## src/rtl/pqfg_pkg.sv

```systemverilog
`timescale 1ns / 1ps
// Package for the piecewise quadratic function generator.
// Holds the table geometry, the segment entry layout, codes and the saturation helper.
// No dependencies.

package pqfg_pkg;

    // Table geometry.
    parameter int MAX_SEGMENTS = 32;
    parameter int PTR_W        = $clog2(MAX_SEGMENTS);

    // Field widths fixed by the interface.
    parameter int DATA_W    = 32;
    parameter int COUNT_W   = 6;
    parameter int SEGNUM_W  = 5;
    parameter int PHASE_W   = 2;
    parameter int CFG_IDX_W = 2;

    // Fixed point: time is Q12.20, so products are scaled back by 20 bits.
    parameter int FRAC_SHIFT = 20;
    parameter int DT_W       = DATA_W + 1;
    parameter int PROD_W     = DATA_W + DT_W;
    parameter int SUM_W      = PROD_W - FRAC_SHIFT + 1;

    // Command codes.
    parameter logic CMD_LOAD = 1'b0;
    parameter logic CMD_EVAL = 1'b1;

    // Phase codes of a result.
    parameter logic [PHASE_W-1:0] PHASE_PRE    = 2'd0;
    parameter logic [PHASE_W-1:0] PHASE_DURING = 2'd1;
    parameter logic [PHASE_W-1:0] PHASE_POST   = 2'd2;

    // Configuration register indexes.
    parameter logic [CFG_IDX_W-1:0] REG_SEGMENT_COUNT = 2'd0;
    parameter logic [CFG_IDX_W-1:0] REG_INITIAL_LEVEL = 2'd1;

    // One table entry: end time and the three coefficients.
    typedef struct packed {
        logic [DATA_W-1:0] end_time;
        logic [DATA_W-1:0] level;
        logic [DATA_W-1:0] rate;
        logic [DATA_W-1:0] curve;
    } seg_entry_t;

    parameter int ENTRY_W = $bits(seg_entry_t);

    // Strobes from the sequencer to the arithmetic unit.
    typedef struct packed {
        logic load_seg;
        logic calc_dt;
        logic mul_first;
        logic add_rate;
        logic mul_second;
    } arith_ctrl_t;

    // Clamp a wide two's complement sum to signed 32 bit.
    function automatic logic [DATA_W-1:0] sat_data(input logic [SUM_W-1:0] v);
        logic [SUM_W-DATA_W:0] upper;
        logic [DATA_W-1:0]     res;
        upper = v[SUM_W-1:DATA_W-1];
        if ((&upper) || !(|upper)) begin
            res = v[DATA_W-1:0];
        end else if (v[SUM_W-1]) begin
            res = {1'b1, {(DATA_W-1){1'b0}}};
        end else begin
            res = {1'b0, {(DATA_W-1){1'b1}}};
        end
        return res;
    endfunction

endpackage

```

## src/rtl/pqfg_arith.sv

```systemverilog
`timescale 1ns / 1ps
// Arithmetic unit: dt, a shared 32x33 multiplier and two saturating adds.
// Depends on pqfg_pkg.

module pqfg_arith (
    input  logic                         aclk,
    input  pqfg_pkg::arith_ctrl_t        ctl,
    input  pqfg_pkg::seg_entry_t         rd_entry,
    input  logic signed [pqfg_pkg::DATA_W-1:0] time_value,
    output logic [pqfg_pkg::DATA_W-1:0]  eval_level
);

    pqfg_pkg::seg_entry_t                     seg_reg;
    logic signed [pqfg_pkg::DT_W-1:0]         dt_reg;
    logic signed [pqfg_pkg::DT_W-1:0]         dt_next;
    logic signed [pqfg_pkg::PROD_W-1:0]       prod_reg;
    logic signed [pqfg_pkg::PROD_W-1:0]       prod_next;
    logic signed [pqfg_pkg::DATA_W-1:0]       inner_reg;
    logic [pqfg_pkg::DATA_W-1:0]              inner_next;
    logic signed [pqfg_pkg::DATA_W-1:0]       mul_a;
    logic [pqfg_pkg::SUM_W-1:0]               scaled_prod;
    logic [pqfg_pkg::SUM_W-1:0]               rate_sum;
    logic [pqfg_pkg::SUM_W-1:0]               level_sum;

    // The product is scaled back with a floor shift, kept one bit wider for the add.
    assign scaled_prod = {prod_reg[pqfg_pkg::PROD_W-1],
                          prod_reg[pqfg_pkg::PROD_W-1:pqfg_pkg::FRAC_SHIFT]};

    assign dt_next = {time_value[pqfg_pkg::DATA_W-1], time_value}
                   - {seg_reg.end_time[pqfg_pkg::DATA_W-1], seg_reg.end_time};

    assign mul_a     = ctl.mul_second ? inner_reg : $signed(seg_reg.curve);
    assign prod_next = mul_a * dt_reg;

    assign rate_sum = {{(pqfg_pkg::SUM_W-pqfg_pkg::DATA_W){seg_reg.rate[pqfg_pkg::DATA_W-1]}},
                       seg_reg.rate} + scaled_prod;
    assign level_sum = {{(pqfg_pkg::SUM_W-pqfg_pkg::DATA_W){seg_reg.level[pqfg_pkg::DATA_W-1]}},
                        seg_reg.level} + scaled_prod;

    assign inner_next = pqfg_pkg::sat_data(rate_sum);
    assign eval_level = pqfg_pkg::sat_data(level_sum);

    always_ff @(posedge aclk) begin
        if (ctl.load_seg) begin
            seg_reg <= rd_entry;
        end
        if (ctl.calc_dt) begin
            dt_reg <= dt_next;
        end
        if (ctl.mul_first || ctl.mul_second) begin
            prod_reg <= prod_next;
        end
        if (ctl.add_rate) begin
            inner_reg <= $signed(inner_next);
        end
    end

endmodule

```

## config.mk

```make
export PLATFORM = sky130hd
export DESIGN_NAME = pqfg_arith
export DESIGN_NICKNAME = d
export VERILOG_FILES = /design/src/rtl/pqfg_pkg.sv /design/src/rtl/pqfg_arith.sv
export SDC_FILE = /design/constraint.sdc
export NUM_CORES = 2
export LEC_CHECK = 0
export BUFFER_PORTS_ARGS = -buffer_cell sky130_fd_sc_hd__buf_2
export CAP_MARGIN = 20
export CORE_UTILIZATION = 59
export CTS_CLUSTER_SIZE = 12
export DETAILED_ROUTE_END_ITERATION = 7
export PLACE_DENSITY = 0.8
export SLEW_MARGIN = 10
export SYNTH_ARGS = -nofsm -noshare
export SYNTH_HDL_FRONTEND = slang
export SYNTH_SLANG_ARGS = --single-unit
```

## constraint.sdc

```tcl
create_clock -name aclk -period 10.5 [get_ports aclk]
set_input_delay 1.05 -clock aclk [delete_from_list [all_inputs] [get_ports aclk]]
set_output_delay 1.05 -clock aclk [all_outputs]
set_load 0.03 [all_outputs]
```

# Word level (Yosys, flattened, before mapping)

Index checks and enable logic that the tools add are counted.

Logic and storage cells: 25
Flip-flop bits (word level): 258
Output and inout bits: 32

Multiplexer cells: 5
Add/subtract/negate cells: 3
$mul: 1
Reductions and logical operators: 9

Operator list:

| operator           | number |
|---|---|
| $mux W32           | 5 |
| $add A32 B45 Y46   | 2 |
| $mul A32 B33 Y65   | 1 |
| $sub A32 B32 Y33   | 1 |
| $reduce_and A15 Y1 | 2 |
| $reduce_or A15 Y1  | 2 |
| $logic_or A1 B1 Y1 | 3 |
| $logic_not A1 Y1   | 2 |

# Longest topological paths before layout

Depth after elaboration: 5
Gate-level depth with buffers: 33

# Worst setup path before layout

OpenSTA, ideal clock, no wires.

Path kind: input -> register
Start point: in ctl[0] (netlist name)
End point: reg prod_reg[64] (netlist name) (data pin)
Buffers on the path: 4
Stages on the path: 29
Required time: 10.238 ns
Library setup time: 0.262 ns
Path slack: 0.404 ns
Data arrival time: 9.834 ns
Cells stage by stage: buf_2 -> buf_1 -> buf_1 -> mux2i_1 -> clkbuf_1 -> nor2b_1 -> fa_1 -> inv_1 -> fa_1 -> fa_1 -> fa_1 -> inv_1 -> fa_1 -> fa_1 -> fa_1 -> fa_1 -> ha_1 -> a21oi_2 -> o21ai_1 -> or2_2 -> or3_1 -> o211ai_2 -> a21oi_1 -> o2111a_1 -> o21a_1 -> a221o_1 -> or4b_4 -> a31oi_2 -> xor2_1

Word-level cells in the longest chain between the ends: 2

RTL lines:

| what                    | RTL line         | source |
|---|---|---|
| start, declared         | pqfg_arith.sv:7  | `input pqfg_pkg::arith_ctrl_t ctl,` |
| $mux W32                | pqfg_arith.sv:32 | `assign mul_a = ctl.mul_second ? inner_reg : $signed(seg_reg.curve);` |
| $mul A32 B33 Y65        | pqfg_arith.sv:33 | `assign prod_next = mul_a * dt_reg;` |
| via prod_next (one bit) | pqfg_arith.sv:17 | `logic signed [pqfg_pkg::PROD_W-1:0] prod_next;` |
| end signal, assigned    | pqfg_arith.sv:51 | `prod_reg <= prod_next;` |
| end, declared           | pqfg_arith.sv:16 | `logic signed [pqfg_pkg::PROD_W-1:0] prod_reg;` |

The timed path passes the listed nets, and every way through them passes these cells.
A chain may end at the register's enable or synchronous reset.

# Final worst setup path

Same ends and word-level chain as after synthesis.

==> impl_metrics.tcl <==
set metrics [dict create \
    status "finished, final reports clean" \
    synthArstFlopShare 0 \
    reg2reg_depth 26 \
    yosysTopAreaCellShare 0.436 \
    die_w_um 297 \
    place_ws_ps 373 \
    crit_cells 29 \
    die_h_um 297 \
    final-setup-viol-count 0 \
    cp_max_fo 22 \
    cts_hold_buf 0 \
    clk_latency_ps 570 \
    drt-wirelength-per-cell_um 21.0 \
    grt_pass1_wl_um 218000 \
    start_util 0.598 \
    wirelength_um 135000 \
    clkSlewWorstSetupHoldPaths_ps 60 \
    syn_area_per_cell_um2 9.83 \
    drc 0 \
    syn-num-nets 6792 \
    cp-endpoint "prod_reg[64]$_DFFE_PP_" \
    multiInputGateArea_mm2 0.0393 \
    tightestPinTransition_ps 1150 \
    synth_cell_types 82 \
    synth_seq_cells 238 \
    ys_warn_count 0 \
    critical_path.startpoint "ctl[0]" \
    largest_register_ff_count 128 \
    nFillCells 6744 \
    cts_tree "yes" \
    r2r_end "prod_reg[64]$_DFFE_PP_" \
    clock_skew_ps 22.6 \
    crit_path_top_delay_cell "mux2_2" \
    required_ps 10800 \
    yosys_most_used_dff "edfxtp_1" \
    row_count 107 \
    grt_use_total 0.324 \
    end_kind "register" \
    critical-path-top-delay-family "adder cells" \
    fin_nets 6871 \
    hold_class "reg -> reg" \
    post-cts-setup-buffers 0 \
    slowest_delay_ps 600 \
    core_area_mm2 0.0855 \
    numPortBuffers 197 \
    drv_cap 0 \
    max_clock_freq_mhz 103 \
    netlist_area_mm2 0.0512 \
    r2r_start "dt_reg[6]$_DFFE_PP_" \
    tns_ps 0 \
    clock-sinks 238 \
    synth_area_leaders "fa_1 44%, edfxtp_1 14%, inv_1 7.8%" \
    h-tree-depth 1 \
    crit_path_start_kind "input port" \
    yosysMostFrequentCell "fa_1" \
    die-area_mm2 0.0879 \
    antenna_found_initial 1 \
    cts.path.max_buffers 3 \
    area_growth_pct 5.95 \
    cts_resized 0 \
    fin_crit_ps 9680 \
    crit_buf_inv 6 \
    globalplace.congestion 0.967 \
    dr.pass1.iters 6 \
    postRouteAntennaNets 0 \
    root_buffer "clkbuf_16" \
    drv_slew 0 \
    first_global_vias 40518 \
    routed_via_density 5.79 \
    synthTopCellsByCount "1114 x fa_1, 1061 x inv_1, 593 x nand2_1" \
    seqCellArea_mm2 0.00715 \
    cpMostUsedCell "fa_1" \
    dp_hpwl_um 112000 \
    worst_ep_arrival_time_ps 9980 \
    yosys.area.top_type "fa_1" \
    seq_area_frac_synth 0.140 \
    drive_gt1_frac 0.0736 \
    finalCritPeriodShare 0.921 \
    vias 37285 \
    overflow 0 \
    ios 198 \
    worst_slew_margin_rel 0.232 \
    r2r_setup_slack_ps 1190 \
    cts_buffers 25 \
    postSynthCellCount 5208 \
    drt_iter0_drc 2540 \
    synth-edff-count 238 \
    path_class "in -> reg" \
    grt_setup_unrepaired "false" \
    fin_ws_ps 825 \
    finalHoldViolCount 0 \
    grt_max_degree 74 \
]
cell type report:
class | instances | share of cell area
flip-flops and latches | 238 | 0.132
well taps | 1144 | 0.0264
repair buffers | 292 | 0.0318
diodes | 3 | 0.000138
inverters | 1061 | 0.0734
multi-input cells | 3669 | 0.724
clock inverters | 7 | 0.000761
clock buffers | 29 | 0.0118
worst min path at each step:
stage | end | startpoint | cells past startpoint | slack (ps)
2_1_floorplan | dt_reg[0]$_DFFE_PP_ | seg_reg[96]$_DFFE_PP_ | 2 | 610
4_1_cts | seg_reg[95]$_DFFE_PP_ | rd_entry[95] | 1 | 640
6_report | dt_reg[0]$_DFFE_PP_ | seg_reg[96]$_DFFE_PP_ | 2 | 660
3_3_place_gp | dt_reg[0]$_DFFE_PP_ | seg_reg[96]$_DFFE_PP_ | 2 | 630
3_5_place_dp | dt_reg[0]$_DFFE_PP_ | seg_reg[96]$_DFFE_PP_ | 2 | 660
5_1_grt | seg_reg[95]$_DFFE_PP_ | rd_entry[95] | 1 | 640
cells by family (layout without fill, tap and decap cells):
logic type / count (synthesis) / count (layout) / synth area share
muxes: 67 / 67 / 0.0138
other: 0 / 3 / 0
adders and majority gates: 1418 / 1418 / 0.510
and+or+nand+nor: 1485 / 1485 / 0.146
DFF: 238 / 238 / 0.140
xor gates and xnor gates: 155 / 155 / 0.0265
AOI/OAI and AO/OA: 544 / 544 / 0.0684
buffers and inverters: 1301 / 1389 / 0.0958
through the flow:
stage / utilization / std cells / hold slack [ps] / cell area (um2)
2_1_floorplan: - / 5208 / 607 / 51200
3_3_place_gp: 0.626 / 6403 / 628 / 53500
3_5_place_dp: 0.626 / 6403 / 660 / 53500
4_1_cts: 0.634 / 6439 / 640 / 54200
5_1_grt: 0.634 / 6441 / 638 / 54200
6_report: 0.634 / 6443 / 656 / 54200
layer usage:
| layer | share of wire | vias up | global-route usage |
|---|---|---|---|
| met4 | 0.061 | 0 | 0.164 |
| met5 | 0 | - | 0 |
| met1 | 0.37 | 19038 | 0.397 |
| met3 | 0.071 | 466 | 0.0507 |
| met2 | 0.50 | 1659 | 0.556 |
| li1 | - | 16122 | - |
tightest hold or removal path: stages, from the launching register on:
cell and delay (ps):
edfxtp_1 340, ha_1 120, inv_1 30
placed cells by master (no fill, tap or decap), types with 5 or more instances in the layout:
cell type / count
nor3_1: 30
or3_1: 17
inv_1: 1061
edfxtp_1: 238
or2_2: 15
and3_1: 21
xnor2_1: 95
nor4_1: 10
and2_1: 292
o2111ai_1: 7
o211ai_1: 11
ha_1: 304
o31ai_1: 8
a21oi_1: 189
nand3_1: 37
nand2b_1: 42
buf_2: 196
nor2b_1: 263
clkbuf_16: 25
fa_1: 1114
nand2_1: 593
a31oi_1: 14
o31a_1: 6
mux2_2: 24
o21a_1: 26
xor2_1: 60
nor2_1: 126
a41oi_1: 5
mux2i_1: 33
a211oi_1: 12
buf_4: 93
a21o_1: 73
o21ai_0: 97
nand4_1: 24
o21bai_1: 20
o21ai_1: 6
mux2i_4: 9
Power is not shown: default switching activity piles up to over one toggle a cycle in this logic, so the estimate is an artifact.
