### src/rtl/pqfg_pkg.sv
`timescale 1ns / 1ps
// Package for the piecewise quadratic function generator.
// Holds the table geometry, the segment entry layout, codes and the saturation helper.
// No dependencies.

package pqfg_pkg;

    // Table geometry.
    parameter int MAX_SEGMENTS = 32;
    parameter int PTR_W        = $clog2(MAX_SEGMENTS);

    // Field widths fixed by the interface.
    parameter int DATA_W    = 32;
    parameter int COUNT_W   = 6;
    parameter int SEGNUM_W  = 5;
    parameter int PHASE_W   = 2;
    parameter int CFG_IDX_W = 2;

    // Fixed point: time is Q12.20, so products are scaled back by 20 bits.
    parameter int FRAC_SHIFT = 20;
    parameter int DT_W       = DATA_W + 1;
    parameter int PROD_W     = DATA_W + DT_W;
    parameter int SUM_W      = PROD_W - FRAC_SHIFT + 1;

    // Command codes.
    parameter logic CMD_LOAD = 1'b0;
    parameter logic CMD_EVAL = 1'b1;

    // Phase codes of a result.
    parameter logic [PHASE_W-1:0] PHASE_PRE    = 2'd0;
    parameter logic [PHASE_W-1:0] PHASE_DURING = 2'd1;
    parameter logic [PHASE_W-1:0] PHASE_POST   = 2'd2;

    // Configuration register indexes.
    parameter logic [CFG_IDX_W-1:0] REG_SEGMENT_COUNT = 2'd0;
    parameter logic [CFG_IDX_W-1:0] REG_INITIAL_LEVEL = 2'd1;

    // One table entry: end time and the three coefficients.
    typedef struct packed {
        logic [DATA_W-1:0] end_time;
        logic [DATA_W-1:0] level;
        logic [DATA_W-1:0] rate;
        logic [DATA_W-1:0] curve;
    } seg_entry_t;

    parameter int ENTRY_W = $bits(seg_entry_t);

    // Strobes from the sequencer to the arithmetic unit.
    typedef struct packed {
        logic load_seg;
        logic calc_dt;
        logic mul_first;
        logic add_rate;
        logic mul_second;
    } arith_ctrl_t;

    // Clamp a wide two's complement sum to signed 32 bit.
    function automatic logic [DATA_W-1:0] sat_data(input logic [SUM_W-1:0] v);
        logic [SUM_W-DATA_W:0] upper;
        logic [DATA_W-1:0]     res;
        upper = v[SUM_W-1:DATA_W-1];
        if ((&upper) || !(|upper)) begin
            res = v[DATA_W-1:0];
        end else if (v[SUM_W-1]) begin
            res = {1'b1, {(DATA_W-1){1'b0}}};
        end else begin
            res = {1'b0, {(DATA_W-1){1'b1}}};
        end
        return res;
    endfunction

endpackage

### src/rtl/pqfg_ctrl.sv
`timescale 1ns / 1ps
// Sequencer: configuration registers, segment pointer walk over the table RAM,
// arithmetic strobes and the result register. Depends on pqfg_pkg.

module pqfg_ctrl (
    input  logic                               aclk,
    input  logic                               aresetn,
    input  logic                               s_valid,
    output logic                               s_ready,
    input  logic                               s_command,
    input  logic [pqfg_pkg::SEGNUM_W-1:0]      s_segment_number,
    input  logic signed [pqfg_pkg::DATA_W-1:0] s_time_point,
    input  logic                               cfg_valid,
    output logic                               cfg_ready,
    input  logic [pqfg_pkg::CFG_IDX_W-1:0]     cfg_index,
    input  logic [pqfg_pkg::DATA_W-1:0]        cfg_data,
    output logic                               m_valid,
    input  logic                               m_ready,
    output logic signed [pqfg_pkg::DATA_W-1:0] m_level,
    output logic [pqfg_pkg::PHASE_W-1:0]       m_phase,
    output logic                               ram_we,
    output logic [pqfg_pkg::PTR_W-1:0]         ram_waddr,
    output logic                               ram_re,
    output logic [pqfg_pkg::PTR_W-1:0]         ram_raddr,
    input  pqfg_pkg::seg_entry_t               ram_rdata,
    output pqfg_pkg::arith_ctrl_t              arith_ctl,
    output logic signed [pqfg_pkg::DATA_W-1:0] time_value,
    input  logic [pqfg_pkg::DATA_W-1:0]        eval_level
);

    typedef enum logic [10:0] {
        ST_IDLE    = 11'b000_0000_0001,
        ST_FWD_RD  = 11'b000_0000_0010,
        ST_FWD_CHK = 11'b000_0000_0100,
        ST_BK_RD   = 11'b000_0000_1000,
        ST_BK_CHK  = 11'b000_0001_0000,
        ST_DT      = 11'b000_0010_0000,
        ST_MUL1    = 11'b000_0100_0000,
        ST_ADD1    = 11'b000_1000_0000,
        ST_MUL2    = 11'b001_0000_0000,
        ST_ADD2    = 11'b010_0000_0000,
        ST_OUT     = 11'b100_0000_0000
    } ctrl_state_t;

    ctrl_state_t                         state_reg, state_next;
    logic [pqfg_pkg::PTR_W-1:0]          ptr_reg, ptr_next;
    logic [pqfg_pkg::COUNT_W-1:0]        count_reg, count_next;
    logic [pqfg_pkg::DATA_W-1:0]         init_reg, init_next;
    logic signed [pqfg_pkg::DATA_W-1:0]  time_reg, time_next;
    logic [pqfg_pkg::DATA_W-1:0]         res_level_reg, res_level_next;
    logic [pqfg_pkg::PHASE_W-1:0]        res_phase_reg, res_phase_next;
    logic                                m_valid_reg, m_valid_next;
    logic [pqfg_pkg::DATA_W-1:0]         m_level_reg, m_level_next;
    logic [pqfg_pkg::PHASE_W-1:0]        m_phase_reg, m_phase_next;

    logic [pqfg_pkg::PTR_W-1:0]          last_idx;
    logic [pqfg_pkg::PTR_W-1:0]          ptr_clamped;
    logic [pqfg_pkg::PTR_W-1:0]          ptr_dec;
    logic                                s_fire;
    logic                                load_ok;
    logic                                out_free;
    logic                                time_after;
    logic                                time_before;

    assign s_ready   = (state_reg == ST_IDLE);
    assign cfg_ready = 1'b1;
    assign s_fire    = s_valid && s_ready;
    assign out_free  = !m_valid_reg || m_ready;
    assign ptr_dec   = ptr_reg - pqfg_pkg::PTR_W'(1);

    assign m_valid    = m_valid_reg;
    assign m_level    = $signed(m_level_reg);
    assign m_phase    = m_phase_reg;
    assign time_value = time_reg;

    // Loads to entries past the table are dropped.
    assign load_ok   = (32'(s_segment_number) < pqfg_pkg::MAX_SEGMENTS);
    assign ram_we    = s_fire && (s_command == pqfg_pkg::CMD_LOAD) && load_ok;
    assign ram_waddr = pqfg_pkg::PTR_W'(s_segment_number);

    assign ram_re    = (state_reg == ST_FWD_RD) || (state_reg == ST_BK_RD);
    assign ram_raddr = (state_reg == ST_BK_RD) ? ptr_dec : ptr_reg;

    assign time_after  = time_reg > $signed(ram_rdata.end_time);
    assign time_before = time_reg < $signed(ram_rdata.end_time);

    // Index of the last active segment; a zero count acts as one.
    always_comb begin
        if (count_reg == '0) begin
            last_idx = '0;
        end else if (32'(count_reg) > pqfg_pkg::MAX_SEGMENTS) begin
            last_idx = pqfg_pkg::PTR_W'(pqfg_pkg::MAX_SEGMENTS - 1);
        end else begin
            last_idx = pqfg_pkg::PTR_W'(count_reg - 6'd1);
        end
    end

    assign ptr_clamped = (ptr_reg > last_idx) ? last_idx : ptr_reg;

    always_comb begin
        state_next     = state_reg;
        ptr_next       = ptr_reg;
        count_next     = count_reg;
        init_next      = init_reg;
        time_next      = time_reg;
        res_level_next = res_level_reg;
        res_phase_next = res_phase_reg;
        m_valid_next   = m_valid_reg && !m_ready;
        m_level_next   = m_level_reg;
        m_phase_next   = m_phase_reg;
        arith_ctl      = '0;

        if (cfg_valid) begin
            if (cfg_index == pqfg_pkg::REG_SEGMENT_COUNT) begin
                count_next = cfg_data[pqfg_pkg::COUNT_W-1:0];
            end else if (cfg_index == pqfg_pkg::REG_INITIAL_LEVEL) begin
                init_next = cfg_data;
            end
        end

        unique case (state_reg)
            ST_IDLE: begin
                if (s_fire && (s_command == pqfg_pkg::CMD_EVAL)) begin
                    time_next = s_time_point;
                    if (s_time_point[pqfg_pkg::DATA_W-1]) begin
                        ptr_next       = '0;
                        res_level_next = init_reg;
                        res_phase_next = pqfg_pkg::PHASE_PRE;
                        state_next     = ST_OUT;
                    end else begin
                        ptr_next   = ptr_clamped;
                        state_next = ST_FWD_RD;
                    end
                end
            end
            ST_FWD_RD: begin
                state_next = ST_FWD_CHK;
            end
            ST_FWD_CHK: begin
                if (time_after) begin
                    if (ptr_reg == last_idx) begin
                        res_level_next = ram_rdata.level;
                        res_phase_next = pqfg_pkg::PHASE_POST;
                        state_next     = ST_OUT;
                    end else begin
                        ptr_next   = ptr_reg + pqfg_pkg::PTR_W'(1);
                        state_next = ST_FWD_RD;
                    end
                end else begin
                    arith_ctl.load_seg = 1'b1;
                    state_next = (ptr_reg != '0) ? ST_BK_RD : ST_DT;
                end
            end
            ST_BK_RD: begin
                state_next = ST_BK_CHK;
            end
            ST_BK_CHK: begin
                if (time_before) begin
                    arith_ctl.load_seg = 1'b1;
                    ptr_next   = ptr_dec;
                    state_next = (ptr_dec != '0) ? ST_BK_RD : ST_DT;
                end else begin
                    state_next = ST_DT;
                end
            end
            ST_DT: begin
                arith_ctl.calc_dt = 1'b1;
                state_next = ST_MUL1;
            end
            ST_MUL1: begin
                arith_ctl.mul_first = 1'b1;
                state_next = ST_ADD1;
            end
            ST_ADD1: begin
                arith_ctl.add_rate = 1'b1;
                state_next = ST_MUL2;
            end
            ST_MUL2: begin
                arith_ctl.mul_second = 1'b1;
                state_next = ST_ADD2;
            end
            ST_ADD2: begin
                res_level_next = eval_level;
                res_phase_next = pqfg_pkg::PHASE_DURING;
                state_next     = ST_OUT;
            end
            ST_OUT: begin
                if (out_free) begin
                    m_valid_next = 1'b1;
                    m_level_next = res_level_reg;
                    m_phase_next = res_phase_reg;
                    state_next   = ST_IDLE;
                end
            end
            default: begin
                state_next = ST_IDLE;
            end
        endcase
    end

    always_ff @(posedge aclk) begin
        if (!aresetn) begin
            state_reg   <= ST_IDLE;
            ptr_reg     <= '0;
            count_reg   <= pqfg_pkg::COUNT_W'(1);
            init_reg    <= '0;
            m_valid_reg <= 1'b0;
        end else begin
            state_reg   <= state_next;
            ptr_reg     <= ptr_next;
            count_reg   <= count_next;
            init_reg    <= init_next;
            m_valid_reg <= m_valid_next;
        end
    end

    always_ff @(posedge aclk) begin
        time_reg      <= time_next;
        res_level_reg <= res_level_next;
        res_phase_reg <= res_phase_next;
        m_level_reg   <= m_level_next;
        m_phase_reg   <= m_phase_next;
    end

endmodule

### config.mk
export PLATFORM = sky130hd
export DESIGN_NAME = pqfg_ctrl
export DESIGN_NICKNAME = d
export VERILOG_FILES = /design/src/rtl/pqfg_pkg.sv /design/src/rtl/pqfg_ctrl.sv
export SDC_FILE = /design/constraint.sdc
export NUM_CORES = 1
export LEC_CHECK = 0
export BUFFER_PORTS_ARGS = -buffer_cell sky130_fd_sc_hd__buf_2
export CORE_MARGIN = 2
export CORE_UTILIZATION = 40
export CTS_CLUSTER_DIAMETER = 60
export DETAILED_ROUTE_END_ITERATION = 16
export PLACE_DENSITY = 0.69
export SETUP_SLACK_MARGIN = 0.1
export SLEW_MARGIN = 20
export SYNTH_ARGS = -nofsm -noshare
export SYNTH_HDL_FRONTEND = slang
export SYNTH_SLANG_ARGS = --single-unit
### constraint.sdc
create_clock -name aclk -period 8 [get_ports aclk]
set_input_delay 0.8 -clock aclk [delete_from_list [all_inputs] [get_ports aclk]]
set_output_delay 0.8 -clock aclk [all_outputs]
set_load 0.05 [all_outputs]
## Word level (Yosys, flattened, before mapping)

Cells that the tools add are included.

| storage, ports and cells | value |
|---|---|
| output and inout port bits | 86 |
| logic and storage cells | 99 |
| input bits | 237 |
| register bits after elaboration | 155 |

| cells by class | value |
|---|---|
| reductions and logical operators | 21 |
| $add $sub $neg | 3 |
| $lt $le $gt $ge | 4 |
| equal/unequal tests | 21 |
| bitwise operators | 2 |
| mux-type cells | 38 |

Operator list:

| operator | count |
|---|---|
| $mux W32 | 4 |
| $pmux W11 S11 | 1 |
| $pmux W32 S3 | 1 |
| $mux W11 | 5 |
| $mux W5 | 9 |
| $gt A32 B32 Y1 | 1 |
| $lt A32 B32 Y1 | 1 |
| $mux W6 | 3 |
| $pmux W5 S3 | 1 |
| $eq A11 B1 Y1 const B | 1 |
| $eq A11 B10 Y1 const B | 1 |
| $eq A11 B11 Y1 const B | 1 |
| $eq A11 B2 Y1 const B | 1 |
| $eq A11 B3 Y1 const B | 1 |
| $eq A11 B4 Y1 const B | 1 |
| $eq A11 B5 Y1 const B | 1 |
| $eq A11 B6 Y1 const B | 1 |
| $eq A11 B7 Y1 const B | 1 |
| $eq A11 B8 Y1 const B | 1 |
| $eq A11 B9 Y1 const B | 1 |
| $ne A2 B2 Y1 const B | 5 |
| $reduce_bool A5 Y1 | 2 |
| $sub A5 B1 Y5 const B | 2 |
| $mux W1 | 8 |
| 21 further kinds | 35 |

## Logic depth before layout (Yosys ltp)

Gate-level depths: netlist of the first run.

| depth | value |
|---|---|
| depth in word-level cells | 8 |
| gate-level depth with buffers | 14 |
| depth with buffers taken out | 14 |

## Worst setup path before layout of the first run

No wires, ideal clock.

| path | value |
|---|---|
| kind | in2out |
| start | in ram_rdata[110] in the netlist's numbering |
| end | out arith_ctl[4] in the netlist's numbering |
| arrival time | 3.068 ns |
| data required time | 7.200 ns |
| path buffers | 0 |
| setup slack | 4.132 ns |
| cell stages on the path | 9 |
| path through | inv_1 -> ha_1 -> a21oi_1 -> nand2_1 -> a221o_1 -> o31a_1 -> o21ai_2 -> nand2_1 -> a21oi_1 |

RTL lines:

| item | line | RTL |
|---|---|---|
| start: declaration | pqfg_ctrl.sv:25 | `input pqfg_pkg::seg_entry_t ram_rdata,` |
| end: declaration | pqfg_ctrl.sv:26 | `output pqfg_pkg::arith_ctrl_t arith_ctl,` |

==> results of run 1 <==
power by group:
part / switching (W) / leakage (nW) / internal, W
Combinational: 0.000124 / 2.37 / 0.0000797
Sequential: 0.0000126 / 1.39 / 0.000873
Clock: 0.000326 / 0.285 / 0.000457
layout by cell type (no fill, tap or decap), types with 3 or more instances in the layout:
cell,n
clkinv_4,4
nor3b_1,6
o211ai_1,4
a221o_1,3
nand2_1,150
nor3_1,10
buf_4,8
ha_1,43
inv_6,3
dfxtp_1,55
and2_1,8
inv_1,43
nor2b_1,4
or3_1,4
buf_2,247
clkbuf_16,20
nand3_1,11
a21oi_1,55
nor2_1,25
nand2b_1,3
edfxtp_1,100
nand4_1,7
mux2i_1,4
o21a_1,4
a22oi_1,33
o21ai_0,10
nor4_1,3
xor2_1,3
xnor2_1,8
and3_1,3
critical path: cells and delay by family:
| kind | cells | cell delay, ns |
|---|---|---|
| adders and majority gates | 1 | 0.32 |
| AOI/OAI and AO/OA | 5 | 1.30 |
| buffers and inverters | 3 | 0.40 |
| and+or+nand+nor | 2 | 0.19 |
per-stage QoR:
step / setup slack, ns / instances
after floorplan: 4.13 / 689
after global placement: 4.17 / 1139
after detailed placement: 4.18 / 1139
after CTS: 4.16 / 1171
after global routing: 4.07 / 1172
final: 4.19 / 1172
cell type report:
type / count / area [sq um] / share of cell area [%]
Tap cell: 229 / 287 / 3.06
Clock buffer: 22 / 508 / 5.43
Antenna cell: 1 / 2.50 / 0.0267
Multi-Input combinational cell: 456 / 2920 / 31.2
Inverter: 44 / 165 / 1.77
Sequential cell: 155 / 4100 / 43.9
Timing Repair Buffer: 255 / 1300 / 13.9
Clock inverter: 10 / 77.6 / 0.829
kinds of logic (layout without fill, tap and decap cells):
| logic type | after synthesis | count (layout) | share of synthesized area, % |
|---|---|---|---|
| simple gates | 259 | 259 | 17.3 |
| flops | 155 | 155 | 56.0 |
| compound gates | 137 | 137 | 12.8 |
| buf+inv | 78 | 331 | 4.61 |
| fa+ha+maj | 44 | 44 | 7.48 |
| xor+xnor | 11 | 11 | 1.31 |
| mux | 4 | 4 | 0.546 |
| other cells | 1 | 2 | 0.0512 |
how the worst min path moves through the flow:
stage | cells past startpoint | from | end | slack [ns]
2_1_floorplan | 0 | res_level_reg[0]$_DFFE_PP_ | m_level[0]$_DFFE_PP_ | 0.40
3_3_place_gp | 0 | res_level_reg[14]$_DFFE_PP_ | m_level[14]$_DFFE_PP_ | 0.40
3_5_place_dp | 0 | res_level_reg[19]$_DFFE_PP_ | m_level[19]$_DFFE_PP_ | 0.40
4_1_cts | 0 | res_level_reg[21]$_DFFE_PP_ | m_level[21]$_DFFE_PP_ | 0.42
5_1_grt | 0 | res_level_reg[25]$_DFFE_PP_ | m_level[25]$_DFFE_PP_ | 0.42
6_report | 0 | res_level_reg[4]$_DFFE_PP_ | m_level[4]$_DFFE_PP_ | 0.42
Yosys cell counts, types with 10 or more instances:
| master | count | share of area [%] |
|---|---|---|
| clkbuf_1 | 24 | 1.2 |
| nor2_1 | 26 | 1.3 |
| nor3_1 | 10 | 0.68 |
| nand2_1 | 150 | 7.7 |
| inv_1 | 43 | 2.2 |
| edfxtp_1 | 100 | 41 |
| a22oi_1 | 33 | 3.4 |
| o21ai_0 | 10 | 0.68 |
| nand3_1 | 11 | 0.75 |
| dfxtp_1 | 55 | 15 |
| ha_1 | 43 | 7.3 |
| a21oi_1 | 55 | 3.8 |
metal layers:
metal | global-route usage (%) | up-vias | share of wire, % | routed length (microns)
li1 | - | 2948 | - | -
met1 | 24.7 | 2797 | 43 | 8120
met2 | 33.4 | 184 | 51 | 9670
met3 | 3.34 | 28 | 5.2 | 985
met4 | 7.34 | 0 | 1.7 | 323
met5 | 0 | - | 0 | 0
==> impl_metrics.py, run 1 <==
metrics = {
    "clock_tree": {
        "ctsResizeCount": 0,
        "cts_setup_buffers": 0,
        "root_buffer": "clkbuf_16",
        "cts_tree": "built",
        "clk_transition_reported_paths_ns": 0.06,
        "cts.sinks": 155,
        "clk_latency_ns": 0.41,
        "cts_made_buffers": 17,
        "clockBufferDepth": 2,
        "cts.htree.levels": 4,
        "postCtsHoldBufs": 0,
    },
    "global_routing": {
        "grt_usage_pct": 19.5,
        "grt_pass1_wl_microns": 29600,
        "overflow": 0,
        "grt_max_degree": 38,
        "grt_pass1_vias": 5707,
        "antenna_found_initial": 1,
    },
    "setup_path": {
        "required_ns": 7.20,
        "arrival_ns": 3.01,
        "r2r_slack_ns": 4.70,
        "end_kind": "primary output",
        "cp-endpoint": "arith_ctl[4]",
        "slowest_delay_ns": 0.35,
        "r2r-end": "ptr_reg[0]$_SDFFE_PN0P_",
        "startpoint_type": "input pin",
        "slowest_stage": "a221o_1",
        "crit_fanout": 3,
        "crit_start": "ram_rdata[110]",
        "crit_path_cell_trace": "buf_2, inv_1, ha_1, a21oi_1, nand2_1, a221o_1, o31a_1, o21ai_2, nand2_1, a21oi_1, buf_2",
        "rr_worst_depth": 14,
        "r2r_start": "count_reg[0]$_SDFFE_PN1P_",
        "worstSetupPathType": "input pin to primary output",
    },
    "synth": {
        "ys_seq_area_share_pct": 56.0,
        "yosysWarnings": 0,
        "ys_seq_elements": 155,
        "synthCells": 689,
        "postSynthAreaPerCell_sq_um": 10.6,
        "synth_ff_type": "edfxtp_1",
        "synth_cell_types": 70,
        "synth-edff-count": 100,
        "async_flop_share_pct": 0,
        "syn_nets": 969,
        "synth_area_sq_um": 7330,
    },
    "worst_hold_path": {
        "min_path_type": "register to register",
    },
    "final_layout": {
        "utilization_pct": 52.1,
        "final_area_sq_um": 9360,
        "area_growth_pct": 27.6,
        "layout-drive-gt1-share_pct": 32.6,
        "nets": 1209,
        "num-fill-cells": 1669,
    },
    "routing": {
        "via_count": 5957,
        "totalWireLength_microns": 19100,
        "drc": 0,
        "drtPass1Iterations": 5,
        "ant_nets": 0,
        "drt_iter0_drc": 270,
        "avgViaCountPerCell": 5.08,
        "routedWlPerCell_microns": 16.3,
    },
    "sta": {
        "skew_ns": 0.0109,
        "fmax_mhz": 262,
        "setup-violations-final": 0,
        "hold_viol_final": 0,
        "setup_tns_ns": 0,
        "tightest_slew_ns": 1.01,
        "drv_slew": 0,
        "finalCritPeriodShare_pct": 47.6,
        "holdWs_ns": 0.418,
        "timing.slew.headroom_pct": 32.5,
        "post-route-min-period_ns": 3.81,
        "rsz0062_at_grt": "no",
    },
    "floorplanning": {
        "die_height_microns": 139,
        "die_area_sq_um": 19400,
        "ios": 323,
        "fp.coreArea_sq_um": 18000,
        "start_util_pct": 40.8,
        "core.rowCount": 49,
        "die_w_microns": 139,
    },
    "pwr": {
        "vdd_drop_max_v": 0.000168,
        "power.leakage_nw": 4.05,
        "power-per-cell-area_nw_per_um2": 200,
        "total_power_w": 0.00187,
    },
    "placed_design": {
        "routabilityCongestion": 0.898,
        "portBuffers": 247,
        "hpwl_microns": 14400,
        "placed_area_sq_um": 8770,
    },
    "outcome": {
        "run_status": "completed",
    },
    "run": {
        "cap_viol_max_count": 0,
    },
}
Note: power is estimated with default switching activity, not from simulation.
==> run 2, diff against run 1 <==
==> constraint.sdc (replaced) <==
create_clock -name aclk -period 4 [get_ports aclk]
set_input_delay 0.4 -clock aclk [delete_from_list [all_inputs] [get_ports aclk]]
set_output_delay 0.4 -clock aclk [all_outputs]
set_load 0.05 [all_outputs]
==> run 2 against run 1 <==
Effect of this change: clock skew shrank 0.0021 ns; sequential share of layout area shrank 0.10 points; clock power increased by 97%; clock-buffer cell count unchanged; wire length grew 0.23%.
==> impl_metrics.py, run 2 (synthesized netlist as in run 1, its figures left out) <==
metrics = {
    "outcome": {
        "run_status": "completed",
    },
    "placed_design": {
        "routabilityCongestion": 0.902,
        "portBuffers": 247,
        "hpwl_microns": 14200,
        "placed_area_sq_um": 8770,
        "placed_cells": 1140,
    },
    "setup_path": {
        "end_kind": "primary output",
        "startpoint_type": "register",
        "r2r_start": "count_reg[0]$_SDFFE_PN1P_",
        "required_ns": 3.60,
        "worst_path_dominant_cell_family": "compound AO/OA/AOI/OAI gates",
        "arrival_ns": 2.95,
        "rr_worst_depth": 14,
        "worstSetupPathType": "register to primary output",
        "crit_path_cell_trace": "ha_1, a21oi_1, nand2_1, a221o_1, o31a_1, o21ai_2, nand2_1, a21oi_1, buf_2",
        "slowest_delay_ns": 0.40,
        "r2r_slack_ns": 0.72,
        "slowest_stage": "edfxtp_1",
        "r2r-end": "ptr_reg[0]$_SDFFE_PN0P_",
        "cp_num_buf_inv": 1,
        "crit_fanout": 3,
    },
    "final_layout": {
        "final_area_sq_um": 9380,
        "nets": 1211,
        "stdcell_count": 1173,
        "final_cell_mix": "buf_2, nand2_1, edfxtp_1",
        "layout-drive-gt1-share_pct": 32.7,
        "num-fill-cells": 1649,
        "layout_commonest_cell": "buf_2",
        "antenna_cells": 0,
        "area_growth_pct": 27.9,
    },
    "clock_tree": {
        "postCtsHoldBufs": 0,
        "cts.htree.levels": 4,
        "ctsResizeCount": 0,
        "cts_setup_buffers": 0,
        "cts_tree": "built",
        "clk_transition_reported_paths_ns": 0.06,
        "clockBufferDepth": 2,
        "clk_latency_ns": 0.42,
        "root_buffer": "clkbuf_16",
        "cts.sinks": 155,
        "cts_made_buffers": 17,
    },
    "global_routing": {
        "antenna_found_initial": 0,
        "grt_max_degree": 38,
        "grt_pass1_wl_microns": 29500,
        "overflow": 0,
        "grt_usage_pct": 19.5,
        "grt_pass1_vias": 5516,
    },
    "floorplanning": {
        "ios": 323,
        "die_area_sq_um": 19400,
        "fp.coreArea_sq_um": 18000,
        "start_util_pct": 40.8,
        "core.rowCount": 49,
        "die_height_microns": 139,
        "die_w_microns": 139,
    },
    "sta": {
        "rsz0062_at_grt": "no",
        "finalCritPeriodShare_pct": 83.8,
        "setup-violations-final": 0,
        "setup_tns_ns": 0,
        "post-route-min-period_ns": 3.35,
        "skew_ns": 0.00884,
        "tightest_slew_ns": 0.759,
        "timing.slew.headroom_pct": 49.3,
        "holdWs_ns": 0.152,
        "hold_viol_final": 0,
        "fmax_mhz": 298,
        "drv_slew": 0,
    },
    "routing": {
        "drtPass1Iterations": 5,
        "avgViaCountPerCell": 5.02,
        "drt_iter0_drc": 318,
        "via_count": 5893,
        "drc": 0,
        "routedWlPerCell_microns": 16.3,
        "totalWireLength_microns": 19100,
        "ant_nets": 0,
    },
    "worst_hold_path": {
        "min_path_cells": 1,
        "min_path_type": "input pin to register",
        "holdCritStartpoint": "s_time_point[10]",
        "worstHoldEndpoint": "time_value[10]$_DFFE_PP_",
    },
    "pwr": {
        "p_int_w": 0.00280,
        "switching_share_pct": 24.7,
        "pwr-share-comb_pct": 10.9,
        "power_frac_seq_pct": 47.7,
        "power.leakage_nw": 4.06,
        "p_clk_share_pct": 41.4,
        "switching_power_w": 0.000917,
        "power-per-cell-area_nw_per_um2": 396,
        "vdd_drop_max_v": 0.000262,
    },
    "run": {
        "cap_viol_max_count": 0,
    },
}
## run 2: worst max path at each step
stage,slack (ns),start,end,cells after the start
final,0.65,time_value[14]$_DFFE_PP_,arith_ctl[4],9
after global routing,0.43,time_value[19]$_DFFE_PP_,arith_ctl[4],9
after CTS,0.62,time_value[14]$_DFFE_PP_,arith_ctl[4],9
after detailed placement,0.76,count_reg[0]$_SDFFE_PN1P_,ptr_reg[0]$_SDFFE_PN0P_,14
after global placement,0.83,count_reg[0]$_SDFFE_PN1P_,ptr_reg[0]$_SDFFE_PN0P_,14
after floorplan,0.41,state_reg[1]$_SDFFE_PN0P_,res_level_reg[0]$_DFFE_PP_,8
## run 2: power groups by stage
stage	logic, W	registers [W]	clock network (W)
floorplan	0.000215	0.00185	0
global placement	0.000399	0.00180	0
detailed placement	0.000405	0.00181	0
CTS	0.000407	0.00177	0.00157
global route	0.000449	0.00178	0.00164
finish	0.000405	0.00177	0.00154
## run 2: final cells by class
class                           instances  area, sq um  area share [%]
Inverter                               44          165            1.76
Timing Repair Buffer                  257         1330            14.2
Tap cell                              229          287            3.06
Sequential cell                       155         4100            43.8
Clock buffer                           22          497            5.30
Multi-Input combinational cell        456         2920            31.1
Clock inverter                         10         77.6           0.827
## run 2: worst register-to-register path: stages (launching register included)
cell and delay, ns:
dfxtp_1 0.35, inv_1 0.08, ha_1 0.22, nand3b_1 0.14, inv_1 0.07, maj3_1 0.39, ha_1 0.30, and3_1 0.16
nand3_1 0.14, nor4b_4 0.26, o32ai_1 0.17, a31oi_4 0.20, o221ai_4 0.18, a311o_1 0.37, a31oi_1 0.17
## run 2: through the flow
step           utilization, %  power [W]  setup slack (ns)
6_report                 52.2    0.00371             0.649
5_1_grt                  52.2    0.00386             0.430
4_1_cts                  52.0    0.00375             0.619
3_5_place_dp             48.8    0.00221             0.762
3_3_place_gp             48.8    0.00220             0.832
2_1_floorplan               -    0.00207             0.413
## run 2: metal layers
metal,wire length [microns],up-vias,GRT usage (%)
li1,-,2953,-
met1,8370,2743,24.9
met2,9450,170,33.1
met3,979,27,4.20
met4,337,0,6.17
met5,0,-,0
==> run 3, diff against run 2 <==
--- a/config.mk
+++ b/config.mk
@@ -10,7 +10,7 @@
 export CORE_UTILIZATION = 40
 export CTS_CLUSTER_DIAMETER = 60
 export DETAILED_ROUTE_END_ITERATION = 16
-export PLACE_DENSITY = 0.69
+export PLACE_DENSITY = 0.72
 export SETUP_SLACK_MARGIN = 0.1
 export SLEW_MARGIN = 20
 export SYNTH_ARGS = -nofsm -noshare
==> constraint.sdc (replaced) <==
create_clock -name aclk -period 2.8 [get_ports aclk]
set_input_delay 0.28 -clock aclk [delete_from_list [all_inputs] [get_ports aclk]]
set_output_delay 0.28 -clock aclk [all_outputs]
set_load 0.05 [all_outputs]
==> run 3 against run 2 <==
Effect of this change: the run now ends with negative setup slack left; worst hold slack worse by 0.12 ns; via count is 3.8% higher; wire length is 4.9% higher; clock skew hardly changed; register-to-register slack worse by 0.69 ns; highest routed layer unchanged.
==> impl_metrics.py, run 3 (synthesized netlist as in run 1, its figures left out) <==
metrics = {
    "outcome": {
        "run_status": "complete, but fails checks",
        "violations": "negative setup slack",
    },
    "pwr": {
        "total_power_w": 0.00556,
        "power.leakage_nw": 4.29,
        "vdd_drop_max_v": 0.000432,
        "power-per-cell-area_nw_per_um2": 553,
    },
    "clock_tree": {
        "clockBufferDepth": 2,
        "cts.sinks": 155,
        "cts_made_buffers": 17,
        "clk_latency_ns": 0.43,
        "root_buffer": "clkbuf_16",
        "clk_transition_reported_paths_ns": 0.06,
        "cts_tree": "built",
        "cts.htree.levels": 4,
    },
    "floorplanning": {
        "ios": 323,
        "core.rowCount": 49,
        "die_w_microns": 139,
        "die_height_microns": 139,
        "start_util_pct": 40.8,
        "fp.coreArea_sq_um": 18000,
        "die_area_sq_um": 19400,
    },
    "sta": {
        "drv_slew": 0,
        "post-route-min-period_ns": 2.91,
        "setup-violations-final": 1,
        "fin_ws_ns": -0.110,
        "tightest_slew_ns": 0.864,
        "rsz0062_at_grt": "yes",
        "skew_ns": 0.00854,
        "timing.slew.headroom_pct": 42.4,
        "hold_viol_final": 0,
        "finalCritPeriodShare_pct": 104,
        "fmax_mhz": 344,
        "setup_tns_ns": -0.110,
    },
    "setup_path": {
        "r2r-end": "ptr_reg[0]$_SDFFE_PN0P_",
        "crit_path_cell_trace": "ha_4, a21oi_1, o21ai_1, a221o_1, o31a_1, o21ai_4, nand2_2, a21oi_4, buf_6",
        "crit_fanout": 3,
        "r2r_start": "count_reg[1]$_SDFFE_PN0P_",
        "arrival_ns": 2.63,
        "end_kind": "primary output",
        "r2r_slack_ns": 0.03,
        "slowest_stage": "edfxtp_1",
        "startpoint_type": "register",
        "worst_path_dominant_cell_family": "compound AO/OA/AOI/OAI gates",
        "cp_num_buf_inv": 1,
        "rr_worst_depth": 15,
        "slowest_delay_ns": 0.44,
        "worstSetupPathType": "register to primary output",
        "required_ns": 2.52,
    },
    "routing": {
        "drt_iter0_drc": 342,
        "ant_nets": 0,
        "routedWlPerCell_microns": 16.6,
        "via_count": 6115,
        "drtPass1Iterations": 4,
        "totalWireLength_microns": 20100,
        "avgViaCountPerCell": 5.07,
        "drc": 0,
    },
    "placed_design": {
        "placed_area_sq_um": 9100,
        "placed_cells": 1160,
        "hpwl_microns": 14900,
        "routabilityCongestion": 0.831,
        "portBuffers": 247,
    },
    "worst_hold_path": {
        "worstHoldEndpoint": "time_value[6]$_DFFE_PP_",
        "min_path_type": "input pin to register",
        "holdCritStartpoint": "s_time_point[6]",
        "min_path_cells": 1,
    },
    "final_layout": {
        "stdcell_count": 1206,
        "num-fill-cells": 1565,
        "antenna_cells": 0,
        "utilization_pct": 56.0,
        "final_area_sq_um": 10100,
        "layout_commonest_cell": "buf_2",
        "area_growth_pct": 37.2,
        "layout-drive-gt1-share_pct": 39.5,
        "final_cell_mix": "buf_2, nand2_1, edfxtp_1",
        "nets": 1244,
    },
    "global_routing": {
        "overflow": 0,
        "grt_max_degree": 37,
        "grt_usage_pct": 20.2,
        "grt_pass1_wl_microns": 30500,
        "antenna_found_initial": 0,
        "grt_pass1_vias": 5826,
    },
    "run": {
        "cap_viol_max_count": 0,
    },
}
run 3: cell types whose count changed in the layout (fill, tap and decap cells not counted), sizes merged:
cell and delta:
buf +32, inv +3, clkbuf -2, clkinv -2, bufinv +1, clkinvlp +1
run 3: where the power goes:
group	switching (W)	internal, W
logic	0.000405	0.000310
registers	0.0000368	0.00249
clock network	0.000969	0.00135
run 3: worst max path at each step:
| stage | start | endpoint | slack (ns) | cells after the start |
|---|---|---|---|---|
| 6_report | time_value[5]$_DFFE_PP_ | arith_ctl[4] | -0.11 | 9 |
| 5_1_grt | time_value[31]$_DFFE_PP_ | arith_ctl[4] | -0.21 | 9 |
| 4_1_cts | time_value[5]$_DFFE_PP_ | arith_ctl[4] | -0.15 | 9 |
| 3_5_place_dp | count_reg[1]$_SDFFE_PN0P_ | ptr_reg[0]$_SDFFE_PN0P_ | -0.02 | 14 |
| 3_3_place_gp | count_reg[1]$_SDFFE_PN0P_ | ptr_reg[0]$_SDFFE_PN0P_ | 0.04 | 14 |
| 2_1_floorplan | time_value[10]$_DFFE_PP_ | res_level_reg[0]$_DFFE_PP_ | 0.08 | 7 |
run 3: cell type report:
cell class                 count  area, sq um  share of cell area (%)
multi-input combinational    456         3240                    32.3
clock inverter                13          126                    1.26
timing repair buffer         290         1650                    16.4
sequential                   155         4110                    40.8
tap                          229          287                    2.85
inverter                      44          170                    1.69
clock buffer                  19          475                    4.73
run 3: timing repair:
action / 4_1_cts / 5_1_grt
resized for setup: 26 / 19
pin swaps: 9 / 11
setup endpoints to repair: 41 / 44
setup buffers: 10 / 3
hold buffers: 0 / 0
cloned: 2 / 0
run 3: routing by layer:
metal | up-vias | wire length, microns | track usage (%)
li1 | 3022 | - | -
met1 | 2879 | 8480 | 25.4
met4 | 0 | 359 | 6.91
met5 | - | 0 | 0
met3 | 29 | 1040 | 3.96
met2 | 185 | 10200 | 34.9
run 3: per-stage QoR:
step,hold slack (ns),setup WS [ns]
floorplan,0.379,0.0780
global placement,0.401,0.0374
detailed placement,0.405,-0.0154
CTS,0.00979,-0.150
global route,0.00510,-0.211
finish,0.0287,-0.110
